<file path="config.mk">
export PLATFORM = sky130hd
export DESIGN_NAME = lockout_backoff_and_hour_window
export DESIGN_NICKNAME = d
export VERILOG_FILES = /design/src/rtl/lbhw_pkg.sv /design/src/rtl/lockout_backoff_and_hour_window.sv
export SDC_FILE = /design/constraint.sdc
export NUM_CORES = 1
export LEC_CHECK = 0
export ABC_AREA = 1
export BUFFER_PORTS_ARGS = -buffer_cell sky130_fd_sc_hd__buf_2
export CAP_MARGIN = 25
export CORE_MARGIN = 2
export CORE_UTILIZATION = 60
export CTS_CLUSTER_DIAMETER = 100
export DETAILED_ROUTE_END_ITERATION = 16
export PLACE_DENSITY_LB_ADDON = 0.15
export REMOVE_ABC_BUFFERS = 1
export SYNTH_ARGS = -nofsm -noshare
export SYNTH_HDL_FRONTEND = slang
export SYNTH_SLANG_ARGS = --single-unit
</file>
<file path="constraint.sdc">
create_clock -name clk -period 8 [get_ports clk]
set_input_delay 0.8 -clock clk [delete_from_list [all_inputs] [get_ports clk]]
set_output_delay 0.8 -clock clk [all_outputs]
set_load 0.03 [all_outputs]
</file>
<file path="src/rtl/lbhw_pkg.sv">
// lbhw_pkg: shared types, codes and constants of the lockout backoff and hour window block
// no dependencies; imported by lockout_backoff_and_hour_window

package lbhw_pkg;

	// field widths
	localparam int unsigned OP_W      = 3;
	localparam int unsigned ELAPSED_W = 16;
	localparam int unsigned HOUR_W    = 5;
	localparam int unsigned MINUTE_W  = 6;
	localparam int unsigned SECOND_W  = 6;
	localparam int unsigned VERDICT_W = 2;
	localparam int unsigned SECS_W    = 18;
	localparam int unsigned WAIT_W    = 20;
	localparam int unsigned COUNT_W   = 8;
	localparam int unsigned STEP_W    = 16;
	localparam int unsigned PROD_W    = COUNT_W + STEP_W;
	localparam int unsigned CFG_IDX_W = 3;
	localparam int unsigned CFG_DAT_W = 20;
	localparam int unsigned IN_DATA_W  = 40;
	localparam int unsigned OUT_DATA_W = 48;

	// time constants
	localparam logic [HOUR_W-1:0]   HOURS_PER_DAY  = 5'd24;
	localparam logic [HOUR_W-1:0]   LAST_HOUR      = 5'd23;
	localparam logic [MINUTE_W-1:0] LAST_MINUTE    = 6'd59;
	localparam logic [SECOND_W-1:0] LAST_SECOND    = 6'd60;
	localparam logic [16:0]         SECS_PER_HOUR  = 17'd3600;
	localparam logic [11:0]         SECS_PER_MIN   = 12'd60;
	localparam logic [COUNT_W-1:0]  SAT_FAILURES   = 8'd255;
	localparam logic [SECS_W-1:0]   SECS_NONE      = '1;

	// register reset values
	localparam logic [HOUR_W-1:0] WIN_START_RST = 5'd8;
	localparam logic [HOUR_W-1:0] HOUR_TO_RST   = 5'd20;
	localparam logic [STEP_W-1:0] STEP_RST      = 16'd5000;
	localparam logic [WAIT_W-1:0] CAP_RST       = 20'd600000;

	typedef enum logic [OP_W-1:0] {
		OP_ARM     = 3'd0,
		OP_ATTEMPT = 3'd1,
		OP_SUCCESS = 3'd2,
		OP_TICK    = 3'd3,
		OP_CHECK   = 3'd4
	} op_t;

	typedef enum logic [CFG_IDX_W-1:0] {
		REG_CODE_SET      = 3'd0,
		REG_HOURS_ENABLED = 3'd1,
		REG_WIN_START     = 3'd2,
		REG_HOUR_TO       = 3'd3,
		REG_STORED_FAIL   = 3'd4,
		REG_STEP          = 3'd5,
		REG_CAP           = 3'd6
	} reg_idx_t;

	typedef enum logic [VERDICT_W-1:0] {
		VERDICT_ALLOW   = 2'd0,
		VERDICT_LOCKED  = 2'd1,
		VERDICT_OUTSIDE = 2'd2
	} verdict_t;

	// one result item
	typedef struct packed {
		logic [COUNT_W-1:0]   failure_count;
		logic [WAIT_W-1:0]    wait_ms;
		logic [SECS_W-1:0]    seconds_until_open;
		logic [VERDICT_W-1:0] verdict;
	} result_t;

	// hour h lies in the window [from, to), wrapping past midnight; equal ends mean no limit
	function automatic logic hour_ok(input logic [HOUR_W-1:0] h,
		input logic [HOUR_W-1:0] from, input logic [HOUR_W-1:0] to);
		logic ok;
		if (from == to) begin
			ok = 1'b1;
		end else if (from < to) begin
			ok = (h >= from) && (h < to);
		end else begin
			ok = (h >= from) || (h < to);
		end
		return ok;
	endfunction

endpackage

</file>
<file path="src/rtl/lockout_backoff_and_hour_window.sv">
// lockout_backoff_and_hour_window: failure backoff timer with an allowed-hours check
// depends on lbhw_pkg
//
// Usage:
// - s_axis carries one operation per transaction: tuser holds the operation code
//   (arm, failed attempt, success, tick, check), tdata the time fields.
// - m_axis returns exactly one result per input transaction, in order: verdict,
//   seconds until the window opens (-1 if none), remaining wait and failure count.
// - cfg writes one register per transaction (cfg_index selects it); cfg_ready is
//   always high. Write only while no transaction is in flight.
// - m_axis_tvalid rises once an accepted item has passed the input register and then a
//   single pass of logic into the result register.
// - Throughput is one transaction per cycle while m_axis_tready is high; the failure
//   count and wait are updated as an item leaves the input register, so the next item
//   sees them. The longest path is the 8x16 penalty multiply followed by the cap compare.
// - When m_axis_tready is low the result register holds, the input register still
//   fills, and s_axis_tready drops only when both are occupied.
// - Reset clears both valid flags, the failure count and the wait, and loads the
//   register defaults (window 8 to 20, step 5000 ms, cap 600000 ms).

module lockout_backoff_and_hour_window
	import lbhw_pkg::*;
(
	input  logic                  clk,
	input  logic                  arst_n,
	// input stream
	input  logic                  s_axis_tvalid,
	output logic                  s_axis_tready,
	// tdata: elapsed_ms[15:0], locked[16], clock_valid[17], hour[22:18],
	//        minute[28:23], second[34:29], zero padding[39:35]
	input  logic [IN_DATA_W-1:0]  s_axis_tdata,
	// tuser: operation[2:0]
	input  logic [OP_W-1:0]       s_axis_tuser,
	// result stream
	output logic                  m_axis_tvalid,
	input  logic                  m_axis_tready,
	// tdata: verdict[1:0], seconds_until_open[19:2], wait_ms[39:20],
	//        failure_count[47:40]
	output logic [OUT_DATA_W-1:0] m_axis_tdata,
	// configuration writes
	input  logic                  cfg_valid,
	output logic                  cfg_ready,
	input  logic [CFG_IDX_W-1:0]  cfg_index,
	input  logic [CFG_DAT_W-1:0]  cfg_data
);

	// configuration registers
	logic                 code_set_q;
	logic                 hours_enabled_q;
	logic [HOUR_W-1:0]    win_start_q;
	logic [HOUR_W-1:0]    hour_to_q;
	logic [COUNT_W-1:0]   stored_failures_q;
	logic [STEP_W-1:0]    step_q;
	logic [WAIT_W-1:0]    cap_q;

	// lockout state
	logic [COUNT_W-1:0]   tally_q;
	logic [WAIT_W-1:0]    wait_q;

	// input register
	logic                 valid_s1;
	logic [OP_W-1:0]      op_s1;
	logic [ELAPSED_W-1:0] elapsed_s1;
	logic                 locked_s1;
	logic                 clock_valid_s1;
	logic [HOUR_W-1:0]    hour_s1;
	logic [MINUTE_W-1:0]  minute_s1;
	logic [SECOND_W-1:0]  second_s1;

	// result register
	logic                 res_valid_q;
	result_t              res_q;

	// combinational
	logic                 advance;
	logic [COUNT_W-1:0]   tally_src;
	logic [PROD_W-1:0]    product;
	logic [WAIT_W-1:0]    penalty;
	logic [WAIT_W-1:0]    tick_wait;
	logic [COUNT_W-1:0]   tally_next;
	logic [WAIT_W-1:0]    wait_next;
	logic [HOUR_W-1:0]    hour_n;
	logic [MINUTE_W-1:0]  minute_c;
	logic [SECOND_W-1:0]  second_c;
	logic                 outside;
	logic [HOUR_W:0]      hours_ahead;
	logic [16:0]          ahead_secs;
	logic [11:0]          past_secs;
	logic [SECS_W-1:0]    open_secs;
	result_t              res_d;

	// handshakes
	assign advance       = valid_s1 && (!res_valid_q || m_axis_tready);
	assign s_axis_tready = !valid_s1 || advance;
	assign cfg_ready     = 1'b1;
	assign m_axis_tvalid = res_valid_q;
	assign m_axis_tdata  = res_q;

	// configuration writes
	always_ff @(posedge clk or negedge arst_n) begin
		if (!arst_n) begin
			code_set_q        <= 1'b0;
			hours_enabled_q   <= 1'b0;
			win_start_q       <= WIN_START_RST;
			hour_to_q         <= HOUR_TO_RST;
			stored_failures_q <= '0;
			step_q            <= STEP_RST;
			cap_q             <= CAP_RST;
		end else if (cfg_valid && cfg_ready) begin
			unique case (reg_idx_t'(cfg_index))
				REG_CODE_SET:      code_set_q      <= cfg_data[0];
				REG_HOURS_ENABLED: hours_enabled_q <= cfg_data[0];
				REG_WIN_START: begin
					win_start_q <= (cfg_data[HOUR_W-1:0] > LAST_HOUR) ?
						WIN_START_RST : cfg_data[HOUR_W-1:0];
				end
				REG_HOUR_TO: begin
					hour_to_q <= (cfg_data[HOUR_W-1:0] > LAST_HOUR) ?
						HOUR_TO_RST : cfg_data[HOUR_W-1:0];
				end
				REG_STORED_FAIL:   stored_failures_q <= cfg_data[COUNT_W-1:0];
				REG_STEP:          step_q            <= cfg_data[STEP_W-1:0];
				REG_CAP:           cap_q             <= cfg_data[WAIT_W-1:0];
				default: begin
				end
			endcase
		end
	end

	// input register control
	always_ff @(posedge clk or negedge arst_n) begin
		if (!arst_n) begin
			valid_s1 <= 1'b0;
		end else if (s_axis_tready) begin
			valid_s1 <= s_axis_tvalid;
		end
	end

	// input register payload
	always_ff @(posedge clk) begin
		if (s_axis_tvalid && s_axis_tready) begin
			op_s1          <= s_axis_tuser;
			elapsed_s1     <= s_axis_tdata[15:0];
			locked_s1      <= s_axis_tdata[16];
			clock_valid_s1 <= s_axis_tdata[17];
			hour_s1        <= s_axis_tdata[22:18];
			minute_s1      <= s_axis_tdata[28:23];
			second_s1      <= s_axis_tdata[34:29];
		end
	end

	// penalty = min(count * step, cap) from the count this item leaves behind
	always_comb begin
		if (op_s1 == OP_ARM) begin
			tally_src = stored_failures_q;
		end else if (tally_q != SAT_FAILURES) begin
			tally_src = tally_q + COUNT_W'(1);
		end else begin
			tally_src = tally_q;
		end
		product   = {{STEP_W{1'b0}}, tally_src} * {{COUNT_W{1'b0}}, step_q};
		penalty   = (product > {{(PROD_W-WAIT_W){1'b0}}, cap_q}) ?
			cap_q : product[WAIT_W-1:0];
		tick_wait = (wait_q > {{(WAIT_W-ELAPSED_W){1'b0}}, elapsed_s1}) ?
			(wait_q - {{(WAIT_W-ELAPSED_W){1'b0}}, elapsed_s1}) : '0;
	end

	// next lockout state
	always_comb begin
		tally_next = tally_q;
		wait_next  = wait_q;
		unique case (op_s1)
			OP_ARM, OP_ATTEMPT: begin
				tally_next = tally_src;
				wait_next  = penalty;
			end
			OP_SUCCESS: begin
				tally_next = '0;
				wait_next  = '0;
			end
			OP_TICK: wait_next = tick_wait;
			default: begin
			end
		endcase
	end

	// hour window check and seconds until the window opens
	always_comb begin
		hour_n   = (hour_s1 >= HOURS_PER_DAY) ? (hour_s1 - HOURS_PER_DAY) : hour_s1;
		minute_c = (minute_s1 > LAST_MINUTE) ? LAST_MINUTE : minute_s1;
		second_c = (second_s1 > LAST_SECOND) ? LAST_SECOND : second_s1;
		outside  = hours_enabled_q && clock_valid_s1 &&
			!hour_ok(hour_n, win_start_q, hour_to_q);
		// from an outside hour the window next opens at its start hour
		hours_ahead = {1'b0, win_start_q} - {1'b0, hour_n} +
			((win_start_q < hour_n) ? {1'b0, HOURS_PER_DAY} : '0);
		ahead_secs  = 17'(hours_ahead) * SECS_PER_HOUR;
		past_secs   = 12'(minute_c) * SECS_PER_MIN + 12'(second_c);
		open_secs   = {1'b0, ahead_secs} - {6'b0, past_secs};
	end

	// result item
	always_comb begin
		res_d.verdict            = VERDICT_ALLOW;
		res_d.seconds_until_open = SECS_NONE;
		res_d.wait_ms            = wait_next;
		res_d.failure_count      = tally_next;
		if ((op_s1 == OP_CHECK) && code_set_q) begin
			if (locked_s1) begin
				res_d.verdict = VERDICT_LOCKED;
			end else if (outside) begin
				res_d.verdict = VERDICT_OUTSIDE;
			end
			if (outside) begin
				res_d.seconds_until_open = open_secs;
			end
		end
	end

	// state and result valid
	always_ff @(posedge clk or negedge arst_n) begin
		if (!arst_n) begin
			tally_q     <= '0;
			wait_q      <= '0;
			res_valid_q <= 1'b0;
		end else begin
			if (advance) begin
				tally_q <= tally_next;
				wait_q  <= wait_next;
			end
			if (advance) begin
				res_valid_q <= 1'b1;
			end else if (m_axis_tready) begin
				res_valid_q <= 1'b0;
			end
		end
	end

	// result payload
	always_ff @(posedge clk) begin
		if (advance) begin
			res_q <= res_d;
		end
	end

	// arm and failed attempt never leave a wait above the cap
	assert property (@(posedge clk) disable iff (!arst_n)
		advance && (op_s1 == OP_ARM || op_s1 == OP_ATTEMPT) |=> wait_q <= cap_q)
		else $error("wait above cap after penalty load");

	// success clears count and wait
	assert property (@(posedge clk) disable iff (!arst_n)
		advance && (op_s1 == OP_SUCCESS) |=> (tally_q == '0) && (wait_q == '0))
		else $error("success did not clear lockout state");

	// tick never raises the wait
	assert property (@(posedge clk) disable iff (!arst_n)
		advance && (op_s1 == OP_TICK) |=> wait_q <= $past(wait_q))
		else $error("tick raised the wait");

	// an outside-hours verdict always carries a non-negative opening time
	assert property (@(posedge clk) disable iff (!arst_n)
		res_valid_q && (res_q.verdict == VERDICT_OUTSIDE) |-> !res_q.seconds_until_open[SECS_W-1])
		else $error("outside verdict without opening time");

	// an empty input register always takes a new item
	assert property (@(posedge clk) disable iff (!arst_n)
		!valid_s1 |-> s_axis_tready)
		else $error("input stalled while input register empty");

endmodule
</file>
### Word-level counts from Yosys, hierarchy flattened

Cells that the tools add are included.

* flip-flop bits (word level): 172
* input port bits: 71
* output and inout bits: 51
* word-level logic and storage cells: 99

* add/subtract/negate cells: 7
* multiply operators: 3
* $lt $le $gt $ge: 10
* equal/unequal tests: 12
* muxes and demuxes: 18
* bitwise operators: 1
* reduce and logical (&&, ||, !) cells: 25

Operators with widths (number)
* $pmux 20 s3: 1
* $mux 20: 2
* $gt 24x20->1: 1
* $mul 8x16->24: 1
* $gt 20x16->1: 1
* $mux 5: 4
* $sub 20x16->20: 1
* $sub 17x12->18: 1
* $mux 8: 2
* $pmux 8 s2: 1
* $reduce_and 2->1: 8
* $lt 5x5->1: 3
* $mul 6x8->13 const B: 1
* $add 12x6->12: 1
* $eq 3x2->1 const B: 4
* $eq 3x3->1 const B: 4
* $gt 6x6->1 const B: 2
* $mux 6: 2
* $mul 6x4->10 const B: 1
* $add 8x1->8 const B: 1
* $ne 8x8->1 const B: 1
* $add 6x5->6: 1
* $eq 3x1->1 const B: 2
* $logic_and 1x1->1: 6
* other kinds (14): 24

### Depth between registers and ports, before layout

* word-level depth: 10
* depth in mapped cells: 45
* mapped depth without buffers: 43

### Worst setup path after synthesis

Ideal clock, no wire load.

* path kind: register to register
* from: register op_s1[2]
* to: register res_q (netlist bit m_axis_tdata[37]), data pin
* setup time: 0.264 ns
* arrival: 6.428 ns
* required time: 7.736 ns
* path slack: 1.308 ns
* stages on the path, launching flop included: 38
* path buffers: 3
* period minus slack after synthesis: 6.692 ns
* cells stage by stage: edfxtp_1 > nor2_2 > inv_2 > nor2_1 > inv_1 > buf_2 > o21ai_1 > buf_2 > nor2_1 > fa_1 > inv_1 > fa_1 > inv_1 > fa_1 > inv_1 > fa_1 > inv_1 > ha_1 > (+2 left out) > nand2_1 > and2_1 > inv_1 > a21oi_1 > nand2_1 > or2_2 > nand2_1 > inv_1 > ha_1 > nand2_1 > nor2_1 > a211oi_1 > nand2_1 > a21oi_2 > buf_4 > nand3_2 > nand3_2 > nand3_2

RTL lines
* from (decl): line lockout_backoff_and_hour_window.sv:62 `logic [OP_W-1:0] op_s1;`
* from (signal assigned): line lockout_backoff_and_hour_window.sv:142 `op_s1 <= s_axis_tuser;`
* to (signal assigned): line lockout_backoff_and_hour_window.sv:242 `res_q <= res_d;`
* to (decl): line lockout_backoff_and_hour_window.sv:72 `result_t res_q;`

==> impl_metrics.ini <==
[clocking]
clock_path_buffers = 2
cts-root-buf = clkbuf_16
clock_latency_ns = 0.44
cts.sink_count = 172
htreeDepth = 4
numCtsBuffers = 17
clkTransAtPathRegs_ns = 0.07
cts_hold_buf = 0
cts_tree = built

[logic_synthesis]
ys_types = 53
synth_edf_count = 86
yosys_warnings = 0
syn_avg_cell_area_um2 = 8.294
ys_async_sr_fraction_pct = 50.00
synthCells = 1869
ys_seq_elements = 172
syn_area_um2 = 15500
ys_seq_area_share_pct = 30.67
ys.flop_type = edfxtp_1

[timing]
hold_viol = 0
max_freq_mhz = 135.1
max-slew-margin-rel_pct = 33.64
worst_pin_slew_ns = 0.9930
maxSlewViolCount = 0
rsz0062_at_grt = false
min_period_ns = 7.402
fin_crit_sh_pct = 92.53
worst_clock_skew_ns = 0.01414
setup_violations = 0
setup_tns_ns = 0

[route]
drc = 0
routed_via_density = 5.306
drt-pass1-iter-count = 5
vias = 12342
ant_nets = 0
wl_mm = 35.54
avgRoutedWirePerCell_um = 15.28
drtIter0Drc = 889

[floorplanning]
rows = 58
die_x_um = 164.7
ioPinCount = 122
initial_core_util_pct = 61.38
die_h_um = 164.7
dieArea_um2 = 27140
design.core.area_um2 = 25250

[grt]
grt_pass1_wl_mm = 59.23
grt_max_degree = 46
overflow = 0
antenna_found_initial = 0
grt_pass1_vias = 12645
grt_usage_pct = 27.62

[place]
gp_congestion = 0.9339
dpl.hpwl_mm = 28.43
place_area_um2 = 16410
port_buffers = 115

[worst_setup_path]
cp_common_cell = inv_1
cp_max_fo = 15
worst_ep_arrival_time_ns = 7.56
cp-end-kind = register
critPathKind = register to register
worstPathRequired_ns = 8.16
max_stage_delay_ns = 0.56
crit_slowest_cell = fa_1
cp-start-kind = register

[layout]
area_delta_synth_final_pct = 10.22
finalNetCount = 2302
final_area_um2 = 17090
final_common_cell = nand2_1
final_cell_mix = nand2_1, inv_1, nor2_1
final_core_util_pct = 67.65
insertedDiodeCount = 0
drive_above_1_share_pct = 15.03

[run_status]
status = finished clean

[min_path]
min_path_type = input pin to async pin

[run]
drv_cap = 0
==> kinds of logic (layout without fill, tap and decap cells) <==
logic type / after synthesis / in the layout / share of synthesized area [%]
flip-flops: 172 / 172 / 30.67
AO/OA/AOI/OAI: 218 / 218 / 7.846
buffers and inverters: 409 / 536 / 10.39
adder cells (fa/ha/maj): 248 / 248 / 25.01
AND/OR/NAND/NOR: 762 / 762 / 22.73
other: 1 / 1 / 0.02419
XOR/XNOR: 59 / 59 / 3.334
==> routing by layer <==
metal  up-vias  track usage, %  share of wire [%]
li1       6132               -                  -
met1      5811           35.97                 44
met5         -               0                  0
met4         0           8.735                2.2
met3        61           3.641                5.0
met2       338           48.00                 49
==> registers in the layout, summed over array words and instances (netlist names), 6 cells and up <==
name               flops
cap_q                 20
step_q                16
wait_q                20
minute_s1              6
stored_failures_q      8
tally_q                8
elapsed_s1            16
m_axis_tdata          48
second_s1              6
==> cells in the mapped netlist (3+ instances only) <==
cell type	instances	area, um2
a211oi_1	4	30.03
a21o_1	9	67.56
a21oi_1	73	365.4
a31oi_1	6	37.54
and2_1	5	31.28
buf_2	6	30.03
buf_4	5	37.54
buf_6	6	67.56
clkbuf_1	22	82.58
dfrtp_1	70	1752
dfstp_2	16	420.4
edfxtp_1	86	2582
fa_1	103	2062
ha_1	145	1814
inv_1	362	1359
inv_2	7	26.28
nand2_1	393	1475
nand2_2	27	168.9
nand3_1	54	270.3
nand3_2	61	610.6
nand3b_1	3	22.52
nand4_1	12	75.07
nor2_1	172	645.6
nor2_2	3	18.77
nor2_4	3	33.78
nor3_1	12	60.06
nor4_1	6	37.54
o211ai_1	4	30.03
o21ai_0	80	400.4
o21ai_1	14	70.07
o21bai_1	6	45.04
o22ai_1	8	50.05
or2_2	5	31.28
xnor2_1	18	157.7
xor2_1	41	359.1
==> per-stage QoR <==
step                hold WS (ns)  worst slack (ns)  instances
global route              0.4037           0.07717       2326
detailed placement        0.4780            0.1313       2292
floorplan                 0.4461           -0.8631       1829
global placement          0.4701            0.3014       2292
finish                    0.3589            0.5979       2326
CTS                       0.3751            0.1412       2324
==> what timing repair did <==
action,4_1_cts,5_1_grt
setup buffers,0,1
gates resized for setup,0,7
setup endpoints to repair,0,40
==> worst paths after layout <==
path | from | end | slack, ns | cells past startpoint
max in group asynchronous | arst_n | cap_q[0]$_DFFE_PN0P_ | 6.63 | 2
worst min register to register | cap_q[2]$_DFFE_PN0P_ | cap_q[2]$_DFFE_PN0P_ | 0.49 | 2
worst max register to register | op_s1[1]$_DFFE_PP_ | m_axis_tdata[28]$_DFFE_PP_ | 0.60 | 35
worst max-delay path | op_s1[1]$_DFFE_PP_ | m_axis_tdata[28]$_DFFE_PP_ | 0.60 | 35
min in group clk | cap_q[2]$_DFFE_PN0P_ | cap_q[2]$_DFFE_PN0P_ | 0.49 | 2
worst min-delay path | arst_n | step_q[15]$_DFFE_PN0P_ | 0.36 | 1
==> worst max-delay path, delay by kind of cell, from the launching register on <==
family                   cells  cell delay [ns]
flip-flops                   1             0.46
AND/OR/NAND/NOR             13             1.53
adder cells (fa/ha/maj)      6             2.72
buffers and inverters       11             1.26
AO/OA/AOI/OAI                5             1.14
==> final cells by class <==
cell class	instances	area, um2
Sequential cell	172	4755
Clock inverter	14	166.4
Clock buffer	18	450.4
Tap cell	330	412.9
Fill cell	2135	8169
Inverter	369	1389
Multi-Input combinational cell	1288	9171
Timing Repair Buffer	135	740.7
Power is left out: the tool's default activity adds up to more than one toggle a clock period on the data nets, which glitch-free logic cannot reach.
